File: config.mk
export PLATFORM = sky130hd
export DESIGN_NAME = unio_eui48_read_master
export DESIGN_NICKNAME = d
export VERILOG_FILES = /design/src/rtl/uem_pkg.sv /design/src/rtl/uem_cfg.sv /design/src/rtl/uem_core.sv /design/src/rtl/uem_obuf.sv /design/src/rtl/unio_eui48_read_master.sv
export SDC_FILE = /design/constraint.sdc
export NUM_CORES = 1
export LEC_CHECK = 0
export ABC_AREA = 0
export BUFFER_PORTS_ARGS = -buffer_cell sky130_fd_sc_hd__buf_2
export CELL_PAD_IN_SITES_DETAIL_PLACEMENT = 0
export CELL_PAD_IN_SITES_GLOBAL_PLACEMENT = 2
export CORE_ASPECT_RATIO = 1.1
export CORE_UTILIZATION = 39
export CTS_CLUSTER_SIZE = 24
export DETAILED_ROUTE_END_ITERATION = 16
export PLACE_DENSITY_LB_ADDON = 0.2
export SYNTH_ARGS = -nofsm -noshare
export SYNTH_HDL_FRONTEND = slang
export SYNTH_SLANG_ARGS = --single-unit
File: constraint.sdc
create_clock -name clk -period 4.4 [get_ports clk]
set_input_delay 0.44 -clock clk [delete_from_list [all_inputs] [get_ports clk]]
set_output_delay 0.44 -clock clk [all_outputs]
set_load 0.02 [all_outputs]
File: src/rtl/uem_pkg.sv
// shared types, constants and register codes for the single-wire bus read master
package uem_pkg;

    localparam int TICK_COUNTER_BITS_DEF = 16;

    localparam int IN_DATA_W  = 8;
    localparam int OUT_DATA_W = 24;
    localparam int CFG_IDX_W  = 2;
    localparam int CFG_DATA_W = 16;

    localparam logic [7:0] HEADER_BYTE = 8'h55;
    localparam logic [7:0] READ_CMD    = 8'h03;

    localparam logic [15:0] QUARTER_TICKS_RST  = 16'd2500;
    localparam logic [7:0]  DEVICE_ADDRESS_RST = 8'd160;
    localparam logic [15:0] READ_ADDRESS_RST   = 16'd250;
    localparam logic [7:0]  READ_LENGTH_RST    = 8'd6;

    typedef enum logic [CFG_IDX_W-1:0] {
        CFG_QUARTER_TICKS  = 2'd0,
        CFG_DEVICE_ADDRESS = 2'd1,
        CFG_READ_ADDRESS   = 2'd2,
        CFG_READ_LENGTH    = 2'd3
    } cfg_index_t;

    typedef struct packed {
        logic [15:0] quarter_ticks;
        logic [7:0]  device_address;
        logic [15:0] read_address;
        logic [7:0]  read_length;
    } uem_cfg_t;

    typedef struct packed {
        logic       drive_level;
        logic       drive_enable;
        logic       busy_res;
        logic       byte_valid;
        logic [7:0] byte_value;
        logic [7:0] byte_position;
        logic       done_res;
        logic [2:0] status;
    } uem_res_t;

endpackage

File: src/rtl/uem_cfg.sv
// configuration register file
module uem_cfg
    import uem_pkg::*;
(
    input  logic                  clk,
    input  logic                  rst_n,
    input  logic                  cfg_valid,
    output logic                  cfg_ready,
    input  logic [CFG_IDX_W-1:0]  cfg_index,
    input  logic [CFG_DATA_W-1:0] cfg_data,
    output uem_cfg_t              cfg_out
);

    uem_cfg_t cfg_reg;

    assign cfg_ready = 1'b1;
    assign cfg_out   = cfg_reg;

    always_ff @(posedge clk or negedge rst_n)
    begin
        if (!rst_n)
        begin
            cfg_reg.quarter_ticks  <= QUARTER_TICKS_RST;
            cfg_reg.device_address <= DEVICE_ADDRESS_RST;
            cfg_reg.read_address   <= READ_ADDRESS_RST;
            cfg_reg.read_length    <= READ_LENGTH_RST;
        end
        else if (cfg_valid)
        begin
            case (cfg_index_t'(cfg_index))
                CFG_QUARTER_TICKS:  cfg_reg.quarter_ticks  <= cfg_data;
                CFG_DEVICE_ADDRESS: cfg_reg.device_address <= cfg_data[7:0];
                CFG_READ_ADDRESS:   cfg_reg.read_address   <= cfg_data;
                CFG_READ_LENGTH:    cfg_reg.read_length    <= cfg_data[7:0];
                default:            cfg_reg <= cfg_reg;
            endcase
        end
    end

endmodule

File: src/rtl/uem_core.sv
// bus sequencer: bit timer, phase state and per-beat result logic
module uem_core
    import uem_pkg::*;
#(
    parameter int TICK_COUNTER_BITS = TICK_COUNTER_BITS_DEF
)
(
    input  logic     clk,
    input  logic     rst_n,
    input  logic     accept,
    input  logic     req_type,
    input  logic     bus_level,
    input  uem_cfg_t cfg,
    output uem_res_t res
);

    localparam int LW = ((TICK_COUNTER_BITS > 16) ? TICK_COUNTER_BITS : 16) + 1;
    localparam logic [LW-1:0] QCAP = LW'(1) << TICK_COUNTER_BITS;

    typedef enum logic [3:0] {
        PH_IDLE, PH_WAKE, PH_STANDBY, PH_HLOW, PH_TX_BIT, PH_TX_MAK,
        PH_NOSAK, PH_TX_SAK, PH_RX_BIT, PH_RX_MAK, PH_RX_SAK
    } phase_t;

    phase_t                       phase_reg, phase_next;
    logic [TICK_COUNTER_BITS-1:0] tick_reg, tick_next;
    logic [2:0]                   quarter_reg, quarter_next;
    logic [2:0]                   bit_reg, bit_next;
    logic [7:0]                   byte_reg, byte_next;
    logic [7:0]                   shift_reg, shift_next;
    logic                         fs_reg, fs_next;

    logic [LW-1:0] qlen;
    logic [LW-1:0] tick_inc;
    logic          last_tick;
    logic [3:0]    quarter_inc;
    logic [3:0]    seg_len;
    logic          seg_end;
    logic [7:0]    eff_len;
    logic          last_byte;
    logic [7:0]    tx_sel;
    logic          cur_lvl;
    logic          cur_en;
    logic          fs_s;
    logic [7:0]    shift_s;
    logic          good;

    function automatic logic manch(input logic b, input logic [2:0] q);
        return (q < 3'd2) ? ~b : b;
    endfunction

    always_comb
    begin
        qlen = LW'(cfg.quarter_ticks);
        if (qlen == '0)
            qlen = LW'(1);
        if (qlen > QCAP)
            qlen = QCAP;
        tick_inc  = LW'(tick_reg) + LW'(1);
        last_tick = (tick_inc >= qlen);

        quarter_inc = {1'b0, quarter_reg} + 4'd1;
        case (phase_reg)
            PH_WAKE:    seg_len = 4'd1;
            PH_STANDBY: seg_len = 4'd8;
            PH_HLOW:    seg_len = 4'd2;
            default:    seg_len = 4'd4;
        endcase
        seg_end = (quarter_inc >= seg_len);

        eff_len   = (cfg.read_length == 8'd0) ? 8'd1 : cfg.read_length;
        last_byte = ({1'b0, byte_reg} + 9'd1) >= {1'b0, eff_len};

        case (byte_reg)
            8'd0:    tx_sel = HEADER_BYTE;
            8'd1:    tx_sel = cfg.device_address;
            8'd2:    tx_sel = READ_CMD;
            8'd3:    tx_sel = cfg.read_address[15:8];
            default: tx_sel = cfg.read_address[7:0];
        endcase

        cur_lvl = 1'b0;
        cur_en  = 1'b1;
        case (phase_reg)
            PH_WAKE:    cur_lvl = 1'b0;
            PH_STANDBY: cur_lvl = 1'b1;
            PH_HLOW:    cur_lvl = 1'b0;
            PH_TX_BIT:  cur_lvl = manch(tx_sel[3'd7 - bit_reg], quarter_reg);
            PH_TX_MAK:  cur_lvl = manch(1'b1, quarter_reg);
            PH_RX_MAK:  cur_lvl = manch(~last_byte, quarter_reg);
            default:    cur_en  = 1'b0;
        endcase
    end

    always_comb
    begin
        phase_next   = phase_reg;
        tick_next    = tick_reg;
        quarter_next = quarter_reg;
        bit_next     = bit_reg;
        byte_next    = byte_reg;
        shift_next   = shift_reg;
        fs_next      = fs_reg;
        res          = '0;
        fs_s         = fs_reg;
        shift_s      = shift_reg;
        good         = ~fs_reg & bus_level;

        if (req_type)
        begin
            res.busy_res = 1'b1;
            if (phase_reg == PH_IDLE)
            begin
                phase_next       = PH_WAKE;
                tick_next        = '0;
                quarter_next     = '0;
                bit_next         = '0;
                fs_next          = 1'b0;
                byte_next        = '0;
                shift_next       = '0;
                res.drive_level  = 1'b0;
                res.drive_enable = 1'b1;
            end
            else
            begin
                res.drive_level  = cur_lvl;
                res.drive_enable = cur_en;
            end
        end
        else if (phase_reg != PH_IDLE)
        begin
            res.drive_level  = cur_lvl;
            res.drive_enable = cur_en;

            // pin sampling on the first tick of quarters 1 and 3
            if ((phase_reg == PH_TX_SAK || phase_reg == PH_RX_SAK || phase_reg == PH_RX_BIT)
                && tick_reg == '0)
            begin
                if (quarter_reg == 3'd1)
                    fs_s = bus_level;
                else if (quarter_reg == 3'd3)
                begin
                    if (phase_reg == PH_RX_BIT)
                        shift_s = {shift_reg[6:0], good};
                    else
                        fs_s = good;
                end
            end
            fs_next    = fs_s;
            shift_next = shift_s;

            if (!last_tick)
                tick_next = tick_inc[TICK_COUNTER_BITS-1:0];
            else
            begin
                tick_next    = '0;
                quarter_next = quarter_inc[2:0];
                if (seg_end)
                begin
                    quarter_next = '0;
                    case (phase_reg)
                        PH_WAKE:    phase_next = PH_STANDBY;
                        PH_STANDBY: phase_next = PH_HLOW;
                        PH_HLOW:
                        begin
                            phase_next = PH_TX_BIT;
                            bit_next   = '0;
                            byte_next  = '0;
                        end
                        PH_TX_BIT:
                        begin
                            bit_next = bit_reg + 3'd1;
                            if (bit_reg == 3'd7)
                                phase_next = PH_TX_MAK;
                        end
                        PH_TX_MAK:
                        begin
                            fs_next    = 1'b0;
                            phase_next = (byte_reg == 8'd0) ? PH_NOSAK : PH_TX_SAK;
                        end
                        PH_NOSAK:
                        begin
                            byte_next  = 8'd1;
                            bit_next   = '0;
                            phase_next = PH_TX_BIT;
                        end
                        PH_TX_SAK:
                        begin
                            if (!fs_s)
                            begin
                                res.done_res = 1'b1;
                                res.status   = byte_reg[2:0];
                                phase_next   = PH_IDLE;
                                bit_next     = '0;
                                fs_next      = 1'b0;
                            end
                            else if (byte_reg >= 8'd4)
                            begin
                                byte_next  = '0;
                                bit_next   = '0;
                                shift_next = '0;
                                fs_next    = 1'b0;
                                phase_next = PH_RX_BIT;
                            end
                            else
                            begin
                                byte_next  = byte_reg + 8'd1;
                                bit_next   = '0;
                                phase_next = PH_TX_BIT;
                            end
                        end
                        PH_RX_BIT:
                        begin
                            fs_next  = 1'b0;
                            bit_next = bit_reg + 3'd1;
                            if (bit_reg == 3'd7)
                                phase_next = PH_RX_MAK;
                        end
                        PH_RX_MAK:
                        begin
                            fs_next    = 1'b0;
                            phase_next = PH_RX_SAK;
                        end
                        PH_RX_SAK:
                        begin
                            res.byte_valid    = 1'b1;
                            res.byte_value    = fs_s ? shift_s : 8'd0;
                            res.byte_position = byte_reg;
                            if (last_byte)
                            begin
                                res.done_res = 1'b1;
                                phase_next   = PH_IDLE;
                                bit_next     = '0;
                                fs_next      = 1'b0;
                            end
                            else
                            begin
                                byte_next  = byte_reg + 8'd1;
                                shift_next = '0;
                                fs_next    = 1'b0;
                                bit_next   = '0;
                                phase_next = PH_RX_BIT;
                            end
                        end
                        default: phase_next = PH_IDLE;
                    endcase
                end
            end
            res.busy_res = (phase_next != PH_IDLE);
        end
    end

    always_ff @(posedge clk or negedge rst_n)
    begin
        if (!rst_n)
        begin
            phase_reg   <= PH_IDLE;
            tick_reg    <= '0;
            quarter_reg <= '0;
            bit_reg     <= '0;
            byte_reg    <= '0;
            shift_reg   <= '0;
            fs_reg      <= 1'b0;
        end
        else if (accept)
        begin
            phase_reg   <= phase_next;
            tick_reg    <= tick_next;
            quarter_reg <= quarter_next;
            bit_reg     <= bit_next;
            byte_reg    <= byte_next;
            shift_reg   <= shift_next;
            fs_reg      <= fs_next;
        end
    end

endmodule

File: src/rtl/uem_obuf.sv
// result register and output beat packing
module uem_obuf
    import uem_pkg::*;
(
    input  logic                  clk,
    input  logic                  rst_n,
    input  logic                  load,
    input  uem_res_t              res,
    output logic                  slot_free,
    output logic                  m_axis_tvalid,
    input  logic                  m_axis_tready,
    output logic [OUT_DATA_W-1:0] m_axis_tdata,
    output logic                  m_axis_tuser,
    output logic                  m_axis_tlast
);

    logic     valid_reg;
    uem_res_t res_reg;

    assign slot_free     = ~valid_reg | m_axis_tready;
    assign m_axis_tvalid = valid_reg;
    assign m_axis_tdata  = {2'b00, res_reg.status, res_reg.byte_position, res_reg.byte_value,
                            res_reg.busy_res, res_reg.drive_enable, res_reg.drive_level};
    assign m_axis_tuser  = res_reg.byte_valid;
    assign m_axis_tlast  = res_reg.done_res;

    always_ff @(posedge clk or negedge rst_n)
    begin
        if (!rst_n)
            valid_reg <= 1'b0;
        else if (load)
            valid_reg <= 1'b1;
        else if (m_axis_tready)
            valid_reg <= 1'b0;
    end

    always_ff @(posedge clk)
    begin
        if (load)
            res_reg <= res;
    end

endmodule

File: src/rtl/unio_eui48_read_master.sv
// top level of the single-wire bus read master
//
// channel  | direction | beat contents
// s_axis   | in        | tuser: req_type; tdata: bus_level
// m_axis   | out       | tuser: byte_valid; tlast: done_res; tdata: drive, busy, byte, status
// cfg      | in        | cfg_index selects the register, cfg_data carries the value
//
// one input beat per clock unless the output stalls; each result comes out in the cycle after its beat
// a beat is taken whenever the result register is empty or being drained
// output stall holds the input back through s_axis_tready, nothing is dropped
// reset puts the sequencer idle and loads the register defaults
module unio_eui48_read_master
    import uem_pkg::*;
#(
    parameter int TICK_COUNTER_BITS = TICK_COUNTER_BITS_DEF
)
(
    input  logic                  clk,
    input  logic                  rst_n,
    input  logic                  s_axis_tvalid,
    output logic                  s_axis_tready,
    input  logic [IN_DATA_W-1:0]  s_axis_tdata,   // [0] bus_level
    input  logic                  s_axis_tuser,   // [0] req_type
    output logic                  m_axis_tvalid,
    input  logic                  m_axis_tready,
    output logic [OUT_DATA_W-1:0] m_axis_tdata,   // drive_level, drive_enable, busy_res,
                                                  // byte_value, byte_position, status
    output logic                  m_axis_tuser,   // [0] byte_valid
    output logic                  m_axis_tlast,
    input  logic                  cfg_valid,
    output logic                  cfg_ready,
    input  logic [CFG_IDX_W-1:0]  cfg_index,
    input  logic [CFG_DATA_W-1:0] cfg_data
);

    uem_cfg_t cfg;
    uem_res_t res;
    logic     slot_free;
    logic     accept;

    assign s_axis_tready = slot_free;
    assign accept        = s_axis_tvalid & slot_free;

    uem_cfg u_cfg (
        .clk       (clk),
        .rst_n     (rst_n),
        .cfg_valid (cfg_valid),
        .cfg_ready (cfg_ready),
        .cfg_index (cfg_index),
        .cfg_data  (cfg_data),
        .cfg_out   (cfg)
    );

    uem_core #(
        .TICK_COUNTER_BITS (TICK_COUNTER_BITS)
    ) u_core (
        .clk       (clk),
        .rst_n     (rst_n),
        .accept    (accept),
        .req_type  (s_axis_tuser),
        .bus_level (s_axis_tdata[0]),
        .cfg       (cfg),
        .res       (res)
    );

    uem_obuf u_obuf (
        .clk           (clk),
        .rst_n         (rst_n),
        .load          (accept),
        .res           (res),
        .slot_free     (slot_free),
        .m_axis_tvalid (m_axis_tvalid),
        .m_axis_tready (m_axis_tready),
        .m_axis_tdata  (m_axis_tdata),
        .m_axis_tuser  (m_axis_tuser),
        .m_axis_tlast  (m_axis_tlast)
    );

endmodule

# == After elaboration in Yosys (flattened, before gate mapping) ==
# Cells that the tools add are included.
# word_totals
regBits,116
latch_bits,0
mem_bits_rw,0
rom_bits,0
inputBits,32
output_inout_bits,29
wordCells,190
mem_count,0
# op_classes
n_addsub,6
multipliers,0
div,0
order_cmp,7
n_eq_ne,22
shifts,0
n_mux,88
n_bitwise,13
reduce_logical,34
# op_table
op,count
$mux 8,21
$mux 16,5
$pmux 8 s4,2
$mux 4,13
$mux 21,2
$pmux 4 s9,1
$mux 17,2
$mux 3,11
$logic_not 16->1,2
$mux 24,1
$mux 1,22
$reduce_or 6->1,3
$add 16x1->17 const B,1
$ge 17x17->1,1
$gt 16x17->1 const B,1
$eq 4x3->1 const B,4
$eq 8x2->1 const B,2
$logic_not 8->1,2
$pmux 8 s2,1
$eq 4x4->1 const B,3
$pmux 4 s3,1
$reduce_or 4->1,3
$not 1->1,10
$add 8x1->9 const B,1
other kinds (41),55

# == Depth between registers and ports, before layout ==
# depth
depth_word,17
mapped_depth,14
depth_no_buf,13

# == Cells and area by module ==
# A second synthesis with hierarchy kept.
# unflattened
cells_unflattened,640
hier_area_um2,6895.4
# modules_own_cells
mod,n_inst,cells_each,area_per_inst_um2,seq_area_each_um2
uem_core,1,505,4269.1,1076.0
uem_cfg,1,104,1833.0,1219.9
uem_obuf,1,30,787.0,745.7
unio_eui48_read_master,1,1,6.3,0.0

# == Worst setup path before layout ==
# No wires, ideal clock.
# synth_path
path_kind,register to register
startpoint,register u_core.tick_reg[0]
endpoint,"register u_obuf.res_reg, in the netlist u_obuf.m_axis_tdata[2], data pin"
setup_ns,0.254
arrival_time_ns,3.387
t_required_ns,4.146
slack_ns,0.759
stages_incl_launch_ff,15
n_path_buf,1
period_less_slack_ns,3.641
cell_sequence,dfrtp_1 ha_1 nand3_1 or3_1 nor2_1 xnor2_1 ha_1 and4_1 nand3_1 o41a_1 nand3b_1 o211a_1 buf_1 nand3_1 a21o_1
# synth_via
elab_chain_len,13
elab_cells_between_ends,15
cone_classes,1 x add/sub; 1 x order compare; 10 x mux; 3 x reduce/logical
# synth_lines
item,line,text
"start, declared",uem_core.sv:26,"logic [TICK_COUNTER_BITS-1:0] tick_reg, tick_next;"
"start signal, assigned",uem_core.sv:268,tick_reg <= tick_next;
branches (longest 8 deep; another with $add 16x1->17),--,
$mux 4 *,uem_core.sv:152,if (!last_tick)
$mux 4 *,uem_core.sv:130,else if (phase_reg != PH_IDLE)
$mux 4 *,uem_core.sv:109,if (req_type)
$reduce_bool 4->1 *,uem_core.sv:249,res.busy_res = (phase_next != PH_IDLE);
$mux 24 *,uem_core.sv:130,
"end signal, assigned",uem_obuf.sv:40,res_reg <= res;
"end, declared",uem_obuf.sv:18,uem_res_t res_reg;
# Mark *: on every way between the ends. The select of a mux whose other input is x is not followed.
# A chain may end at the register's enable or synchronous reset.

# == Final worst setup path ==
# layout_path
startpoint,register u_core.tick_reg[0]
endpoint,register u_core.bit_reg[0]
# layout_via
elab_chain_len,4
# layout_lines
item,line,text
$add 16x1->17,uem_core.sv:59,tick_inc = LW'(tick_reg) + LW'(1);
$ge 17x17->1,uem_core.sv:60,last_tick = (tick_inc >= qlen);
$reduce_bool 2->1 (no line),--,
$reduce_and 6->1 (no line),--,
"end signal, assigned",uem_core.sv:270,bit_reg <= bit_next;
"end, declared",uem_core.sv:28,"logic [2:0] bit_reg, bit_next;"
# No other way between the ends.

==> flow_summary.toml <==
[timing]
slew-limit-headroom_pct = 38.8
slew_violations = 0
timing.final.crit_share_pct = 92.5
period_minus_slack_ns = 4.07
clock_skew_ns = 0.00829
rsz0062_at_grt = "false"
tightest_slew_ns = 0.918
setup_viol = 0
clock.fmax_mhz = 246
tns_ns = 0
final_hold_viol_count = 0

[setup_path]
crit_fanout = 8
crit_type = "reg2reg"
max_stage_delay_ns = 0.58
r2r_end = "u_core.bit_reg[0]"
endpoint_kind = "register"
reg2reg_depth = 13
path_cells = "ha_1 > nand3_1 > or3_1 > nor2_1 > xnor2_1 > ha_1 > and4_1 > nand3_1 > o41a_1 > a31oi_1 > o21ai_1 > or4_1 > mux2i_1"
worstPathArrival_ns = 4.41
r2r_start = "u_core.tick_reg[0]"
critPathLaunchType = "register"
cp.required_ns = 4.74
r2r_slack_ns = 0.33
cp_slowest_cell = "or4_1"

[logic_synthesis]
yosys.area_share.simple_pct = 16.7
synth.avg_cell_area_sq_um = 9.77
muxShareOfSynthArea_pct = 7.03
synth_area_sq_um = 6870
yosysSeqAreaShare_pct = 44.3
synth_compound_area_share_pct = 16.5
synth_ff_type = "dfrtp_1"
synth_xor_area_share_pct = 2.68
async_reset_ff_share_pct = 79.3
synth_fa_ha_area_share_pct = 7.65
yosysWarnings = 0
ys_types = 68
synth_top_family_by_area = "simple AND/OR/NAND/NOR gates"
synth_edf_count = 24
synth_seq_cells = 116
syn-instance-count = 703

[cts]
post_cts_buffers = 0
insertion_delay_ns = 0.42
clockBufferDepth = 2
cts_sinks = 116
htree_levels = 4
cts.clk_slew.worst_paths_ns = 0.06
cts_root_buffer = "clkbuf_16"
numCtsBuffers = 17
cts_tree = "yes"

[global_route]
grt_max_degree = 71
grt_first_pass_wirelength_um = 27800
grt.busiest_layer = "met2"
met3_usage_pct = 3.98
antenna_found_initial = 0
grt_util_all_layers_pct = 19.8
grt-ovfl-total = 0
grt_pass1_vias = 5376
grtUsageMet2_pct = 31.9
use_met1_pct = 26.6

[drt]
viasPerCell = 5.55
routed_wl_um = 17000
first_iter_violations = 332
wl_per_cell_um = 17.1
drtAntennaViolNets = 0
drc = 0
vias = 5515
drt_first_pass_iters = 5

[placement]
gp_congestion = 0.808
hpwl_um = 12400
placed_area_sq_um = 7320
portBuffers = 50

[cells_and_area]
fin_area_sq_um = 7880
nNetsFinal = 821
largest_reg_flops = 48
diodes = 0
drive_gt1_share_pct = 19.6
syn2layout_area_growth_pct = 14.8
final_cell_mix = "77 x nand2_1, 77 x dfrtp_1, 49 x buf_2, 45 x inv_1, 44 x o21ai_0"

[run]
maxCapViolations = 0

[floorplanning]
die_h_um = 141
floorplan.initialDensity_pct = 40.1
num_rows = 50
io_pins = 61
design.core.area_sq_um = 17100
dieWidth_um = 129
die_area_sq_um = 18100

[status]
status = "completed"

[min_path]
hold_class = "in2async"

[pwr]
power_density_nw_per_um2 = 453
p_leak_nw = 3.35
ir_drop_mv = 0.255
==> final cells by class <==
cell class | count | area, sq um
Clock buffer | 20 | 458
Tap cell | 234 | 293
Multi-Input combinational cell | 506 | 3490
Fill cell | 1673 | 9260
Sequential cell | 116 | 3040
Timing Repair Buffer | 60 | 328
Inverter | 46 | 173
Clock inverter | 12 | 97.6
==> cell usage after synthesis, types with 11 or more instances <==
cell type | count | area share (%)
inv_1 | 45 | 2.5
ha_1 | 42 | 7.7
dfrtp_1 | 77 | 28
edfxtp_1 | 24 | 10
and3_1 | 13 | 1.2
nor4_1 | 11 | 1.0
nor3_1 | 14 | 1.0
mux2_2 | 34 | 5.6
dfstp_2 | 15 | 5.7
nand3_1 | 28 | 2.0
a21oi_1 | 14 | 1.0
o21ai_0 | 44 | 3.2
a31oi_1 | 19 | 1.7
clkbuf_1 | 22 | 1.2
xnor2_1 | 17 | 2.2
nor2_1 | 39 | 2.1
a22o_1 | 11 | 1.4
nand2_1 | 77 | 4.2
==> per-layer routing <==
metal / vias up / wire (um)
met4: 0 / 290
met1: 2680 / 8070
li1: 2687 / -
met5: - / 0
met2: 125 / 8070
met3: 23 / 602
==> how the worst max path moves through the flow <==
stage / start / end / depth (start not counted)
floorplan: u_core.tick_reg[0] / u_obuf.m_axis_tdata[2] / 14
global placement: u_core.tick_reg[0] / u_core.byte_reg[2] / 14
detailed placement: u_core.tick_reg[0] / u_core.bit_reg[0] / 13
CTS: u_core.tick_reg[0] / u_core.bit_reg[0] / 13
global route: u_core.tick_reg[0] / u_core.bit_reg[0] / 13
finish: u_core.tick_reg[0] / u_core.bit_reg[0] / 13
==> what timing repair did <==
item / 4_1_cts / 5_1_grt
endpoints found under the setup margin: 0 / 10
endpoints found under the hold margin: 0 / 0
hold buffers: 0 / 0
gates resized for setup: 0 / 2
==> where the power goes <==
| part | switching, W | internal (W) |
|---|---|---|
| clock network | 0.000529 | 0.000760 |
| registers | 0.000142 | 0.00126 |
| logic | 0.000518 | 0.000359 |
==> critical path: cells and delay by family (launching register included) <==
family	cells	cell delay, ns
and+or+nand+nor	6	1.81
AOI/OAI and AO/OA	3	0.96
adders and majority gates	2	0.57
DFF	1	0.43
muxes	1	0.14
xor gates and xnor gates	1	0.10
==> cells by family (layout without fill, tap and decap cells) <==
| family | after synthesis | after routing |
|---|---|---|
| DFF | 116 | 116 |
| buffers and inverters | 82 | 138 |
| muxes | 44 | 44 |
| xor gates and xnor gates | 21 | 21 |
| adders and majority gates | 42 | 42 |
| AOI/OAI and AO/OA | 164 | 164 |
| other | 2 | 3 |
| and+or+nand+nor | 232 | 232 |
==> stage by stage <==
stage                     hold WS (ns)  setup WS, ns  instances  utilization, %  total power [W]
final                            0.161         0.329        994            46.0          0.00357
after global routing             0.217        0.0267        994            46.0          0.00379
after CTS                        0.194         0.306        994            46.0          0.00361
after global placement           0.490         0.374        962            42.7          0.00228
after detailed placement         0.496         0.309        962            42.7          0.00230
after floorplan                  0.144         0.759        704               -          0.00204
Power figures use the tool's default switching activity.
